[src/rtl/core/gn2d_fade.sv]
// Quintic fade pipeline: f -> 6f^5 - 15f^4 + 10f^3 in Q0.16.
// Depends on nothing; four registered stages, advanced by en.
module gn2d_fade (
  input  logic        clk,
  input  logic        en,
  input  logic [15:0] f,
  output logic [16:0] s
);
  logic [15:0] f1, f2, f3;
  logic [19:0] s1;
  logic [17:0] s2, s3;
  logic [35:0] inner;
  logic [35:0] p1, p2, p3;

  // The inner polynomial is always positive and at most 10 * 2^32.
  assign inner = 36'd10 * 36'h1_0000_0000 + 36'd6 * ({20'd0, f} * {20'd0, f})
                 - 36'd15 * {4'd0, f, 16'd0};
  assign p1 = {16'd0, s1} * {20'd0, f1};
  assign p2 = {18'd0, s2} * {20'd0, f2};
  assign p3 = {18'd0, s3} * {20'd0, f3};

  // One multiply per stage, truncating each product by 16 bits. The first partial
  // product peaks near 2.01 and the second near 1.2, so 18 bits hold both.
  always_ff @(posedge clk) begin
    if (en) begin
      s1 <= inner[35:16];
      f1 <= f;
      s2 <= p1[33:16];
      f2 <= f1;
      s3 <= p2[33:16];
      f3 <= f2;
      s  <= p3[32:16];
    end
  end
endmodule

[config.mk]
export PLATFORM = sky130hd
export DESIGN_NAME = gn2d_fade
export DESIGN_NICKNAME = d
export VERILOG_FILES = /design/src/rtl/core/gn2d_fade.sv
export SDC_FILE = /design/constraint.sdc
export NUM_CORES = 2
export LEC_CHECK = 0
export ABC_AREA = 1
export BUFFER_PORTS_ARGS = -buffer_cell sky130_fd_sc_hd__buf_2
export CORE_ASPECT_RATIO = 0.6
export CORE_UTILIZATION = 60
export DETAILED_ROUTE_END_ITERATION = 12
export PLACE_DENSITY_LB_ADDON = 0.25
export SLEW_MARGIN = 20
export SYNTH_ARGS = -nofsm -noshare
export SYNTH_HDL_FRONTEND = slang
export SYNTH_SLANG_ARGS = --single-unit
[constraint.sdc]
create_clock -name clk -period 11.15 [get_ports clk]
set_input_delay 2.7875 -clock clk [delete_from_list [all_inputs] [get_ports clk]]
set_output_delay 2.7875 -clock clk [all_outputs]
set_load 0.02 [all_outputs]
==> results.toml <==
[clock_network]
cts_hold_buf = 0
clk_pin_slew_ps = 70
cts_buffer_depth = 2
clock-sinks = 121
htree_num_levels = 4
clock-root-buffer = "clkbuf_16"
clock_latency_ps = 470
cts_made_buffers = 17
cts_tree = "done"

[final_layout]
finalNetCount = 7036
multi_input_area_um2 = 35300
final_util_pct = 64.7
num_antenna_cells = 0
final-instance-count-excl-fill = 6616
final_cell_mix = "1554 x inv_1, 1384 x nand2_1, 881 x fa_1"
drive_gt1_share_pct = 5.61
final_common_cell = "inv_1"
num-fill-cells = 6338
area_growth_pct = 6.06
final_cell_area_um2 = 48000
regArea_um2 = 3630

[critical_path]
cp-endpoint = "s1[19]"
cp.required_ps = 11360
reg2reg_from = "f2[4]"
crit_slowest_cell = "fa_1"
startpoint = "f[3]"
critPathLaunchType = "input port"
crit_fanout = 8
crit_type = "in2reg"
rr_endpoint = "s3[14]"
end_kind = "flop"
rr_worst_depth = 20
crit_path_frequent_cell = "nand2_1"
cp_data_arrival_time_ps = 10990
slowest_delay_ps = 540
r2r_slack_ps = 4520

[timing]
setup_viol = 0
clock_skew_ps = 17.6
fin_tns_setup_ps = 0
period_share_pct = 96.7
worst_pin_slew_ps = 1170
period_minus_slack_ps = 10780
drv_slew = 0
clock.fmax_ghz = 0.0928
slew_headroom_pct = 21.7
finalHoldViolCount = 0

[logic_synthesis]
synth_edf_count = 121
synth_seq_cells = 121
synth_nets = 7050
ys_types = 50
syn-cell-area_um2 = 45200
seq_area_frac_synth_pct = 8.04
avgSynthCellArea_um2 = 8.03
synth_ff_type = "edfxtp_1"
ys_async_sr_fraction_pct = 0
yosys_warnings = 0
syn_inst = 5630

[place]
placed_cells = 6580
postPlaceCellArea_um2 = 46900
gp_congestion = 0.974
portBuffers = 34
post-dp-hpwl_um = 92800

[floorplan]
io_pins = 35
dieWidth_um = 356
coreArea_um2 = 74100
start_util_pct = 61.0
dieArea_um2 = 76500
fp-row-count = 77
die_h_um = 215

[detailed_routing]
vias_per_cell = 5.37
vias = 35500
routed_wl_um = 115000
wl_per_cell_um = 17.4
drcViolationCount = 0
drt_iter0_markers = 3264
ant_nets = 0
drt_pre_antenna_iters = 8

[grt]
grt_overflow = 0
first_global_vias = 36800
grt_usage_pct = 31.5
grt_max_degree = 63
grt_first_pass_wirelength_um = 191000
antenna_found_initial = 2

[outcome]
status = "finished, final reports clean"

[worst_hold_path]
min_from = "f2[0]"
hp-class = "reg2reg"

[flow_run]
cap_violations = 0
==> layout make-up <==
type                    count  share of cell area [%]
clock buffers              18                   0.895
multi-input cells        3733                    73.6
repair buffers            187                    2.88
well taps                 987                    2.58
clock inverters            14                   0.290
flip-flops and latches    121                    7.58
inverters                1556                    12.2
==> registers in the layout (all words and copies together) (netlist names) <==
signal,cells
s1,20
s3,18
s,17
f3,16
f2,16
f1,16
s2,18
==> metal layers <==
layer	global-route usage [%]	vias up	part of all wire, %
met5	0	-	0
met4	5.79	0	1.7
met3	7.57	157	11
met2	46.1	1648	42
met1	47.8	17200	46
li1	-	16500	-
==> worst min-delay path by stage <==
stage	to	slack (ps)	depth (start not counted)
6_report	f3[0]	760	1
5_1_grt	f3[2]	810	1
4_1_cts	f3[0]	760	1
3_5_place_dp	f3[0]	730	1
3_3_place_gp	f3[0]	740	1
2_1_floorplan	f2[1]	420	0
==> per-stage QoR <==
stage / setup WS [ps] / hold slack, ps
global placement: 11.5 / 738
floorplan: 174 / 421
CTS: 300 / 756
global route: -62.6 / 805
detailed placement: -154 / 733
finish: 369 / 760
==> worst max-delay path: cells and delay by family <==
kind,cells,cell delay (ps)
buffers and inverters,6,640
xor gates and xnor gates,3,460
AOI/OAI and AO/OA,5,670
and+or+nand+nor,15,2090
adders and majority gates,10,4330
==> logic make-up (layout without fill, tap and decap cells) <==
logic type,Yosys count,after routing,share of synthesized area [%]
adders and majority gates,1402,1402,53.4
AOI/OAI and AO/OA,427,427,5.35
buffers and inverters,1776,1775,14.8
and+or+nand+nor,1744,1744,15.3
DFF,121,121,8.04
xor gates and xnor gates,160,160,3.10
==> cells in the mapped netlist, types with 7 or more instances <==
| cell type | number | area [µm²] |
|---|---|---|
| o21ai_1 | 9 | 45.0 |
| nor3_1 | 24 | 120 |
| nand2_1 | 1396 | 5240 |
| a21o_1 | 17 | 128 |
| o211ai_1 | 7 | 52.6 |
| a21oi_1 | 210 | 1050 |
| xor2_1 | 105 | 920 |
| nand2_2 | 13 | 81.3 |
| edfxtp_1 | 121 | 3630 |
| o21ai_0 | 94 | 470 |
| nand3_1 | 73 | 365 |
| xnor2_1 | 55 | 482 |
| nand4_1 | 30 | 188 |
| nor2_1 | 167 | 627 |
| o21bai_1 | 9 | 67.6 |
| o21a_1 | 17 | 128 |
| inv_1 | 1554 | 5830 |
| nor4_1 | 12 | 75.1 |
| ha_1 | 521 | 6520 |
| fa_1 | 881 | 17600 |
| a31oi_1 | 27 | 169 |
| clkbuf_1 | 208 | 781 |
==> repair_timing <==
action / CTS / global route
resized for setup: 0 / 75
endpoints found under the setup margin: 0 / 7
endpoints found under the hold margin: 0 / 0
setup buffers: 0 / 4
Power is left out: the tool's default activity adds up to more than one toggle a clock period on the data nets, which glitch-free logic cannot reach.
